File: src/hw/rtl/nsv_pkg.sv
// ----------------------------------------------------------------------------
// nsv_pkg
// Shared types, character codes and decode helpers for the sentence validator.
// ----------------------------------------------------------------------------
package nsv_pkg;

    localparam logic [7:0] CH_CR     = 8'd13;
    localparam logic [7:0] CH_LF     = 8'd10;
    localparam logic [7:0] CH_DOLLAR = 8'h24;
    localparam logic [7:0] CH_STAR   = 8'h2A;
    localparam logic [7:0] CH_COMMA  = 8'h2C;

    localparam logic [5:0] FIELD_MAX = 6'd63;
    localparam logic [2:0] ADDR_MAX  = 3'd7;
    localparam logic [2:0] ADDR_LEN  = 3'd5;

    // type letters packed first character high
    localparam logic [23:0] CODE_GGA = 24'h474741;
    localparam logic [23:0] CODE_RMC = 24'h524D43;
    localparam logic [23:0] CODE_VTG = 24'h565447;
    localparam logic [23:0] CODE_GSA = 24'h475341;
    localparam logic [23:0] CODE_GSV = 24'h475356;

    localparam logic [4:0] MIN_GGA = 5'd15;
    localparam logic [4:0] MIN_RMC = 5'd12;
    localparam logic [4:0] MIN_VTG = 5'd9;
    localparam logic [4:0] MIN_GSA = 5'd18;
    localparam logic [4:0] MIN_GSV = 5'd4;

    typedef enum logic [2:0] {
        ST_OK         = 3'd0,
        ST_FORMAT     = 3'd1,
        ST_MISMATCH   = 3'd2,
        ST_UNKNOWN    = 3'd3,
        ST_FEW_FIELDS = 3'd4
    } status_t;

    typedef enum logic [2:0] {
        TYPE_NONE = 3'd0,
        TYPE_GGA  = 3'd1,
        TYPE_RMC  = 3'd2,
        TYPE_VTG  = 3'd3,
        TYPE_GSA  = 3'd4,
        TYPE_GSV  = 3'd5
    } sentence_type_t;

    typedef struct packed {
        status_t        status;
        sentence_type_t sentence_type;
        logic [5:0]     field_count;
        logic [7:0]     computed_sum;
    } result_t;

    typedef struct packed {
        sentence_type_t sentence_type;
        logic [4:0]     min_fields;
    } type_info_t;

    function automatic type_info_t decode_type(input logic [23:0] letters);
        type_info_t info;
        info.sentence_type = TYPE_NONE;
        info.min_fields    = 5'd0;
        unique case (letters)
            CODE_GGA: begin info.sentence_type = TYPE_GGA; info.min_fields = MIN_GGA; end
            CODE_RMC: begin info.sentence_type = TYPE_RMC; info.min_fields = MIN_RMC; end
            CODE_VTG: begin info.sentence_type = TYPE_VTG; info.min_fields = MIN_VTG; end
            CODE_GSA: begin info.sentence_type = TYPE_GSA; info.min_fields = MIN_GSA; end
            CODE_GSV: begin info.sentence_type = TYPE_GSV; info.min_fields = MIN_GSV; end
            default:  begin info.sentence_type = TYPE_NONE; info.min_fields = 5'd0; end
        endcase
        return info;
    endfunction

    // bit 4 set means not a hex digit
    function automatic logic [4:0] hex_value(input logic [7:0] b);
        logic [4:0] v;
        if (b >= 8'h30 && b <= 8'h39) begin
            v = {1'b0, b[3:0]};
        end else if ((b >= 8'h41 && b <= 8'h46) || (b >= 8'h61 && b <= 8'h66)) begin
            v = {1'b0, b[3:0] + 4'd9};
        end else begin
            v = 5'h10;
        end
        return v;
    endfunction

endpackage

File: src/hw/rtl/nsv_parser.sv
// ----------------------------------------------------------------------------
// nsv_parser
// Per-line state: checksum, field count, address decode and final status.
// ----------------------------------------------------------------------------
module nsv_parser (
    input  logic             clk,
    input  logic             rst_n,
    input  logic             step,
    input  logic [7:0]       char_in,
    output logic             result_valid,
    output nsv_pkg::result_t result
);

    typedef enum logic [1:0] {
        PH_IDLE = 2'd0,
        PH_BODY = 2'd1,
        PH_HEX  = 2'd2,
        PH_TAIL = 2'd3
    } phase_t;

    phase_t      phase_reg,          phase_next;
    logic        line_nonempty_reg,  line_nonempty_next;
    logic        start_ok_reg,       start_ok_next;
    logic [7:0]  running_xor_reg,    running_xor_next;
    logic [7:0]  received_sum_reg,   received_sum_next;
    logic [1:0]  hex_digits_reg,     hex_digits_next;
    logic        hex_bad_reg,        hex_bad_next;
    logic [5:0]  fields_seen_reg,    fields_seen_next;
    logic [2:0]  address_length_reg, address_length_next;
    logic [23:0] type_letters_reg,   type_letters_next;

    logic                 is_eol;
    logic [4:0]           hex_v;
    nsv_pkg::type_info_t  info;

    assign is_eol = (char_in == nsv_pkg::CH_CR) || (char_in == nsv_pkg::CH_LF);
    assign hex_v  = nsv_pkg::hex_value(char_in);

    // type only counts when the address field is exactly five characters
    always_comb
    begin
        info = nsv_pkg::decode_type(type_letters_reg);
        if (address_length_reg != nsv_pkg::ADDR_LEN) begin
            info.sentence_type = nsv_pkg::TYPE_NONE;
            info.min_fields    = 5'd0;
        end
    end

    always_comb
    begin
        result.sentence_type = info.sentence_type;
        result.field_count   = fields_seen_reg;
        result.computed_sum  = running_xor_reg;
        priority if (!start_ok_reg || phase_reg != PH_TAIL || hex_digits_reg != 2'd2
                     || hex_bad_reg) begin
            result.status = nsv_pkg::ST_FORMAT;
        end else if (running_xor_reg != received_sum_reg) begin
            result.status = nsv_pkg::ST_MISMATCH;
        end else if (info.sentence_type == nsv_pkg::TYPE_NONE) begin
            result.status = nsv_pkg::ST_UNKNOWN;
        end else if (fields_seen_reg < {1'b0, info.min_fields}) begin
            result.status = nsv_pkg::ST_FEW_FIELDS;
        end else begin
            result.status = nsv_pkg::ST_OK;
        end
    end

    assign result_valid = step && is_eol && line_nonempty_reg;

    always_comb
    begin
        phase_next          = phase_reg;
        line_nonempty_next  = line_nonempty_reg;
        start_ok_next       = start_ok_reg;
        running_xor_next    = running_xor_reg;
        received_sum_next   = received_sum_reg;
        hex_digits_next     = hex_digits_reg;
        hex_bad_next        = hex_bad_reg;
        fields_seen_next    = fields_seen_reg;
        address_length_next = address_length_reg;
        type_letters_next   = type_letters_reg;
        if (step) begin
            if (is_eol) begin
                // every line end clears the line state, empty or not
                phase_next          = PH_IDLE;
                line_nonempty_next  = 1'b0;
                start_ok_next       = 1'b0;
                running_xor_next    = 8'd0;
                received_sum_next   = 8'd0;
                hex_digits_next     = 2'd0;
                hex_bad_next        = 1'b0;
                fields_seen_next    = 6'd0;
                address_length_next = 3'd0;
                type_letters_next   = 24'd0;
            end else begin
                unique case (phase_reg)
                    PH_IDLE: begin
                        line_nonempty_next = 1'b1;
                        start_ok_next      = (char_in == nsv_pkg::CH_DOLLAR);
                        fields_seen_next   = 6'd1;
                        phase_next         = PH_BODY;
                    end
                    PH_BODY: begin
                        if (char_in == nsv_pkg::CH_STAR) begin
                            phase_next = PH_HEX;
                        end else begin
                            running_xor_next = running_xor_reg ^ char_in;
                            if (char_in == nsv_pkg::CH_COMMA) begin
                                if (fields_seen_reg < nsv_pkg::FIELD_MAX) begin
                                    fields_seen_next = fields_seen_reg + 6'd1;
                                end
                            end else if (fields_seen_reg == 6'd1) begin
                                if (address_length_reg < nsv_pkg::ADDR_MAX) begin
                                    address_length_next = address_length_reg + 3'd1;
                                end
                                type_letters_next = {type_letters_reg[15:0], char_in};
                            end
                        end
                    end
                    PH_HEX: begin
                        if (hex_v[4]) begin
                            hex_bad_next = 1'b1;
                            phase_next   = PH_TAIL;
                        end else begin
                            received_sum_next = {received_sum_reg[3:0], hex_v[3:0]};
                            hex_digits_next   = hex_digits_reg + 2'd1;
                            if (hex_digits_reg == 2'd1) begin
                                phase_next = PH_TAIL;
                            end
                        end
                    end
                    PH_TAIL: begin
                        phase_next = PH_TAIL;
                    end
                    default: begin
                        phase_next = PH_IDLE;
                    end
                endcase
            end
        end
    end

    always_ff @(posedge clk or negedge rst_n)
    begin
        if (!rst_n) begin
            phase_reg          <= PH_IDLE;
            line_nonempty_reg  <= 1'b0;
            start_ok_reg       <= 1'b0;
            running_xor_reg    <= 8'd0;
            received_sum_reg   <= 8'd0;
            hex_digits_reg     <= 2'd0;
            hex_bad_reg        <= 1'b0;
            fields_seen_reg    <= 6'd0;
            address_length_reg <= 3'd0;
            type_letters_reg   <= 24'd0;
        end else begin
            phase_reg          <= phase_next;
            line_nonempty_reg  <= line_nonempty_next;
            start_ok_reg       <= start_ok_next;
            running_xor_reg    <= running_xor_next;
            received_sum_reg   <= received_sum_next;
            hex_digits_reg     <= hex_digits_next;
            hex_bad_reg        <= hex_bad_next;
            fields_seen_reg    <= fields_seen_next;
            address_length_reg <= address_length_next;
            type_letters_reg   <= type_letters_next;
        end
    end

endmodule

File: src/hw/rtl/nsv_out_buffer.sv
// ----------------------------------------------------------------------------
// nsv_out_buffer
// Two-entry result register with skid slot, separates parser from receiver.
// ----------------------------------------------------------------------------
module nsv_out_buffer (
    input  logic             clk,
    input  logic             rst_n,
    input  logic             push,
    input  nsv_pkg::result_t push_data,
    output logic             full,
    output logic             out_valid,
    input  logic             out_stall,
    output nsv_pkg::result_t head
);

    logic [1:0]       count_reg, count_next;
    nsv_pkg::result_t slot0_reg;
    nsv_pkg::result_t slot1_reg;
    logic             pop;

    assign pop       = out_valid && !out_stall;
    assign out_valid = (count_reg != 2'd0);
    assign full      = (count_reg == 2'd2);
    assign head      = slot0_reg;

    always_comb
    begin
        count_next = count_reg;
        if (push && !pop) begin
            count_next = count_reg + 2'd1;
        end else if (pop && !push) begin
            count_next = count_reg - 2'd1;
        end
    end

    always_ff @(posedge clk or negedge rst_n)
    begin
        if (!rst_n) begin
            count_reg <= 2'd0;
        end else begin
            count_reg <= count_next;
        end
    end

    // push never arrives while full
    always_ff @(posedge clk)
    begin
        if (pop) begin
            if (push && count_reg == 2'd1) begin
                slot0_reg <= push_data;
            end else begin
                slot0_reg <= slot1_reg;
                if (push) begin
                    slot1_reg <= push_data;
                end
            end
        end else if (push) begin
            if (count_reg == 2'd0) begin
                slot0_reg <= push_data;
            end else begin
                slot1_reg <= push_data;
            end
        end
    end

endmodule

File: src/hw/rtl/nmea_sentence_validator_core.sv
// ----------------------------------------------------------------------------
// nmea_sentence_validator_core
// Line checker: leading dollar, checksum, field count and sentence type.
// ----------------------------------------------------------------------------
// path: a line end waits in the byte register, then its result is buffered
// throughput: one byte per cycle when not stalled, set by the line state update
// stall rises only when both result slots are occupied
// reset: asynchronous active low, line state idle, both result slots empty
// ----------------------------------------------------------------------------
module nmea_sentence_validator_core (
    input  logic       clk,
    input  logic       rst_n,
    input  logic       in_valid,
    output logic       in_stall,
    input  logic [7:0] rx_byte,
    output logic       out_valid,
    input  logic       out_stall,
    output logic [2:0] status,
    output logic [2:0] sentence_type,
    output logic [5:0] field_count,
    output logic [7:0] computed_sum
);

    logic             byte_valid_reg;
    logic [7:0]       byte_reg;
    logic             in_accept;
    logic             advance;
    logic             buf_full;
    logic             result_valid;
    nsv_pkg::result_t result;
    nsv_pkg::result_t head;

    assign in_stall  = byte_valid_reg && buf_full;
    assign in_accept = in_valid && !in_stall;
    assign advance   = byte_valid_reg && !buf_full;

    always_ff @(posedge clk or negedge rst_n)
    begin
        if (!rst_n)
        begin
            byte_valid_reg <= 1'b0;
        end
        else if (in_accept)
        begin
            byte_valid_reg <= 1'b1;
        end
        else if (advance)
        begin
            byte_valid_reg <= 1'b0;
        end
    end

    always_ff @(posedge clk)
    begin
        if (in_accept)
        begin
            byte_reg <= rx_byte;
        end
    end

    nsv_parser u_parser (
        .clk          (clk),
        .rst_n        (rst_n),
        .step         (advance),
        .char_in      (byte_reg),
        .result_valid (result_valid),
        .result       (result)
    );

    nsv_out_buffer u_out_buffer (
        .clk       (clk),
        .rst_n     (rst_n),
        .push      (result_valid),
        .push_data (result),
        .full      (buf_full),
        .out_valid (out_valid),
        .out_stall (out_stall),
        .head      (head)
    );

    assign status        = head.status;
    assign sentence_type = head.sentence_type;
    assign field_count   = head.field_count;
    assign computed_sum  = head.computed_sum;

    // input only backs up behind a waiting result
    assert property (@(posedge clk) disable iff (!rst_n) in_stall |-> out_valid)
        else $error("input stalled with no result pending");

    // a finished line always has at least its address field
    assert property (@(posedge clk) disable iff (!rst_n)
        out_valid |-> field_count != 6'd0)
        else $error("result with zero field count");

    // accepted or short lines carry a known type, unknown lines carry none
    assert property (@(posedge clk) disable iff (!rst_n)
        out_valid && (status == nsv_pkg::ST_OK || status == nsv_pkg::ST_FEW_FIELDS)
        |-> sentence_type != nsv_pkg::TYPE_NONE)
        else $error("accepted line without sentence type");

    assert property (@(posedge clk) disable iff (!rst_n)
        out_valid && status == nsv_pkg::ST_UNKNOWN |-> sentence_type == nsv_pkg::TYPE_NONE)
        else $error("unknown type status with decoded type");

endmodule

File: config.mk
export PLATFORM = sky130hd
export DESIGN_NAME = nmea_sentence_validator_core
export DESIGN_NICKNAME = d
export VERILOG_FILES = /design/src/hw/rtl/nsv_pkg.sv /design/src/hw/rtl/nsv_parser.sv /design/src/hw/rtl/nsv_out_buffer.sv /design/src/hw/rtl/nmea_sentence_validator_core.sv
export SDC_FILE = /design/constraint.sdc
export NUM_CORES = 1
export LEC_CHECK = 0
export BUFFER_PORTS_ARGS = -buffer_cell sky130_fd_sc_hd__buf_2
export CORE_ASPECT_RATIO = 1.75
export CORE_UTILIZATION = 45
export DETAILED_ROUTE_END_ITERATION = 10
export HOLD_SLACK_MARGIN = 0.06
export PLACE_DENSITY = 0.63
export REMOVE_ABC_BUFFERS = 1
export SLEW_MARGIN = 0
export SYNTH_ARGS = -nofsm -noshare
export SYNTH_HDL_FRONTEND = slang
export SYNTH_SLANG_ARGS = --single-unit
File: constraint.sdc
create_clock -name clk -period 4.85 [get_ports clk]
set_input_delay 0.485 -clock clk [delete_from_list [all_inputs] [get_ports clk]]
set_output_delay 0.485 -clock clk [all_outputs]
set_load 0.05 [all_outputs]
Word level (Yosys, flattened, before mapping)

Cells that the tools add are included.

Word-level logic and storage cells: 174
Bits in registers: 107
Output and inout bits: 22

Add/sub/neg operators: 6
Order comparisons: 9
Bitwise operators: 1
Reduce and logical (&&, ||, !) cells: 48
Equality and inequality tests: 31
Muxes and demuxes: 58

Operators by type and width:

| kind                                                              | count |
|---|---|
| 2-to-1 mux 20 bit                                                 | 9 |
| == test 24 x 23 -> 1 bit, second input constant                   | 5 |
| 2-to-1 mux 24 bit                                                 | 5 |
| 2-to-1 mux 8 bit                                                  | 7 |
| case mux 8 bit (5 select lines)                                   | 1 |
| 2-to-1 mux 3 bit                                                  | 10 |
| == test 8 x 6 -> 1 bit, second input constant                     | 3 |
| 2-to-1 mux 6 bit                                                  | 4 |
| nonzero test 2 bit                                                | 11 |
| 2-to-1 mux 2 bit                                                  | 9 |
| == test 8 x 4 -> 1 bit, second input constant                     | 2 |
| greater-or-equal comparator 8 x 7 -> 1 bit, second input constant | 2 |
| <= comparator 8 x 7 -> 1 bit, second input constant               | 2 |
| AND reduction 3 bit                                               | 5 |
| logical AND 1 bit                                                 | 12 |
| case mux 6 bit (2 select lines)                                   | 1 |
| 2-to-1 mux 5 bit                                                  | 2 |
| AND reduction 5 bit                                               | 2 |
| 2-to-1 mux 1 bit                                                  | 9 |
| inequality test 3 x 1 -> 1 bit, second input constant             | 3 |
| greater-or-equal comparator 8 x 6 -> 1 bit, second input constant | 1 |
| <= comparator 8 x 6 -> 1 bit, second input constant               | 1 |
| inequality test 2 x 1 -> 1 bit, second input constant             | 4 |
| inequality test 8 bit                                             | 1 |
| other kinds (24)                                                  | 42 |

Longest topological paths before layout

Word-level depth: 11
Gate-level depth with buffers: 11
Gate-level depth less buffers: 11

Hierarchy

A second synthesis with hierarchy kept.

Cell total of the unflattened synthesis: 414
Area, all modules: 5148.7 um^2

Modules (own cells, without submodules):

| module                       | area an instance (um^2) | cells an instance | times used | sequential area each (um^2) |
|---|---|---|---|---|
| nsv_parser                   | 3208.1                  | 320               | 1          | 1401.3 |
| nsv_out_buffer               | 1642.8                  | 81                | 1          | 1251.2 |
| nmea_sentence_validator_core | 297.8                   | 13                | 1          | 265.3 |

Worst setup path after synthesis

Ideal clock, no wire load.

Kind: flip-flop to flip-flop
Start: reg u_out_buffer.count_reg[0]
End: reg u_out_buffer.slot1_reg[0] (netlist bit), enable pin
Path slack: 1.196 ns
Buffers on the path: 2
Cell stages (with the launch flop): 9
Data arrival time: 3.232 ns
Period minus slack after synthesis: 3.654 ns
Path through: dfrtp_1 inv_1 ha_1 nand2b_1 clkbuf_1 nor4_2 clkbuf_1 nand2_1 nor3_1

Longest elaborated chain between the ends: 8
Elaborated cells on any way between the ends: 13

RTL lines:

| what                            | line                               | source |
|---|---|---|
| start: declaration              | nsv_out_buffer.sv:16               | `logic [1:0] count_reg, count_next;` |
| start signal: assignment        | nsv_out_buffer.sv:41               | `count_reg <= count_next;` |
| == test 2 bit                   | nsv_out_buffer.sv:23               | `assign full = (count_reg == 2'd2);` |
| logical NOT 1 bit               | nmea_sentence_validator_core.sv:35 | `assign advance = byte_valid_reg && !buf_full;` |
| logical AND 1 bit               | nmea_sentence_validator_core.sv:35 |  |
| logical AND 1 bit (2 in series) | nsv_parser.sv:68                   | `assign result_valid = step && is_eol && line_nonempty_reg;` |
| logical AND 1 bit               | nsv_out_buffer.sv:49               | `if (push && count_reg == 2'd1) begin` |
| inequality test 2 bit (no line) | -                                  |  |
| AND reduction 3 bit (no line) * | -                                  |  |
| end signal: assignment          | nsv_out_buffer.sv:54               | `slot1_reg <= push_data;` |
| end signal: assignment          | nsv_out_buffer.sv:61               | `slot1_reg <= push_data;` |
| end: declaration                | nsv_out_buffer.sv:18               | `nsv_pkg::result_t slot1_reg;` |

Mark *: on every way between the ends. The rest lies on a longest branch, timed or not.
A chain may end at the register's enable or synchronous reset.

==> metrics.cfg <==
[route]
antenna_left = 0
wl_met1_microns = 4740
wl_met2_microns = 5790
drtIter0Drc = 206
routed-wl-met3_microns = 181
first_pass_iters = 4
drc_errors = 0
wl_per_cell_microns = 16.3
vias = 3790
finalWirelength_microns = 11000
highest_layer = met4
vias_per_cell = 5.62

[final_layout]
largest_register_ffs = 24
final_common_cell = nand2_1
fillers = 1042
final_cell_mix = nand2_1, dfrtp_1, edfxtp_1
drive_gt1_frac = 0.135
nets = 565
antenna_cells = 0
multi_input_area_sq_um = 2270
fin_util = 0.516
final-seq-area_sq_um = 2920
area_growth_pct = 10.4

[clock_tree]
cts_tree = built
cts_max_level = 3
cts_buffers = 9
cts.path.max_buffers = 2
clkSinkCount = 107
cts_root_buffer = clkbuf_16
cts_resized = 0
cts_hold_buf = 0
clkTransAtPathRegs_ns = 0.07
post_cts_buffers = 0
worstSkewPairLatency_ns = 0.34

[critical_path]
cp_max_fo = 4
timing.rr.start = u_parser.type_letters_reg[3]$_DFFE_PN0P_
r2r_slack_ns = 1.44
end_kind = flip-flop
worst_ep_required_time_ns = 5.02
reg2reg_to = u_out_buffer.slot1_reg[19]$_DFFE_PP_
worstSetupPathType = flip-flop to flip-flop
startpoint_type = flip-flop
r2r_cells = 9
worst_ep_arrival_time_ns = 3.58

[die]
die_x_microns = 85.1
rows = 52
io_pins = 34
start_util = 0.467
fp.dieArea_sq_um = 12600
die_h_microns = 147
coreArea_sq_um = 11600

[yosys]
synth.top_cell.area_share = 0.271
ys_warn_count = 0
synth_seq_cells = 107
synth_area_per_cell_sq_um = 10.7
synth_top_cell_by_area = dfrtp_1
ys_seq_area_frac = 0.536
synth_area_sq_um = 5440
synth_ff_type = dfrtp_1
synth-edff-count = 48
synth_cells = 508
synthArstFlopShare = 0.551
ys_types = 58
synthTopCellsByArea = dfrtp_1, edfxtp_1, nand2_1

[timing]
hold_viol = 0
tightest_slew_ns = 1.04
finalSetupTns_ns = 0
setup_viol = 0
skew_ns = 0.00533
finalCritPeriodShare = 0.702
fmax_mhz = 294
hold_ws_ns = 0.287
post-route-min-period_ns = 3.41
relSlewSlack = 0.308
rsz0062_at_grt = no
finalMaxSlewViolations = 0

[power]
leakagePower_uw = 0.00252
peakVddDrop_uv = 199
power.density_nw_per_um2 = 533

[job]
cap_violations = 0

[global_route]
grt_use_total = 0.192
grt_pass1_wl_microns = 19000
grt_pass1_vias = 3822
grt_max_degree = 60
grt.overflow.total = 0
antenna_found_initial = 0

[placement]
io_buffers = 33
gp_congestion = 0.873
hpwlAfterDp_microns = 8130

[worst_hold_path]
hp-class = input port to async pin

[run_status]
outcome = complete, no violations

-- synth_stat cells, types with 10 or more instances --
library cell  instances
nor2_1               23
nand2_1              70
clkbuf_1             10
mux2i_1              12
ha_1                 19
a21oi_1              10
o21ai_1              28
dfrtp_1              59
edfxtp_1             48
inv_1                38
xor2_1               15
nand3_1              37
-- power breakdown --
| group | total [uW] | internal [uW] | switching [uW] |
|---|---|---|---|
| logic | 954 | 341 | 613 |
| clock network | 753 | 411 | 342 |
| registers | 1490 | 1230 | 266 |
-- area by class of cell --
cell class	count	area share
Tap cell	135	0.0281
Clock inverter	7	0.0137
Multi-Input combinational cell	340	0.378
Timing Repair Buffer	38	0.0337
Sequential cell	107	0.486
Clock buffer	9	0.0375
Inverter	38	0.0237
-- per-stage QoR --
| stage | instances | worst slack (ns) | total power (uW) | area [sq um] |
|---|---|---|---|---|
| floorplan | 485 | 1.07 | 2180 | 5310 |
| finish | 674 | 1.44 | 3200 | 6010 |
| global placement | 658 | 1.62 | 2440 | 5700 |
| detailed placement | 658 | 1.50 | 2470 | 5700 |
| global route | 674 | 1.04 | 3410 | 6010 |
| CTS | 674 | 1.49 | 3230 | 6010 |
-- worst max-delay path, cell delays in order (launching register included) --
cell,delay (ns)
dfrtp_1,0.40
nor4_1,0.65
nand4_1,0.31
or2_1,0.33
a21o_1,0.18
ha_1,0.29
a21o_1,0.16
a2111oi_0,0.49
o21ai_0,0.17
a211oi_1,0.25
-- cells by family (layout without fill, tap and decap cells) --
| kind of cell | count (synthesis) | in the layout | synth area share |
|---|---|---|---|
| AND/OR/NAND/NOR | 196 | 196 | 0.190 |
| flip-flops | 107 | 107 | 0.536 |
| AO/OA/AOI/OAI | 87 | 87 | 0.110 |
| buffers and inverters | 61 | 92 | 0.0497 |
| adder cells (fa/ha/maj) | 19 | 19 | 0.0437 |
| XOR/XNOR | 19 | 19 | 0.0306 |
| multiplexers | 19 | 19 | 0.0400 |
-- worst max-delay path by stage --
| stage | start | to | slack (ns) | cells after the start |
|---|---|---|---|---|
| global route | u_parser.type_letters_reg[3]$_DFFE_PN0P_ | u_out_buffer.slot1_reg[19]$_DFFE_PP_ | 1.04 | 9 |
| detailed placement | u_parser.type_letters_reg[3]$_DFFE_PN0P_ | u_out_buffer.slot1_reg[19]$_DFFE_PP_ | 1.50 | 9 |
| floorplan | byte_reg[0]$_DFFE_PP_ | u_out_buffer.slot1_reg[0]$_DFFE_PP_ | 1.07 | 6 |
| global placement | byte_reg[0]$_DFFE_PP_ | u_parser.type_letters_reg[7]$_DFFE_PN0P_ | 1.62 | 8 |
| finish | u_parser.type_letters_reg[3]$_DFFE_PN0P_ | u_out_buffer.slot1_reg[19]$_DFFE_PP_ | 1.44 | 9 |
| CTS | u_parser.type_letters_reg[3]$_DFFE_PN0P_ | u_out_buffer.slot1_reg[19]$_DFFE_PP_ | 1.49 | 9 |
-- routing by layer --
layer,global-route usage,up-vias
met1,0.232,1865
met2,0.339,53
li1,-,1856
met5,0,-
met3,0.0285,16
met4,0.0797,0
Note: power is estimated with default switching activity, not from simulation.
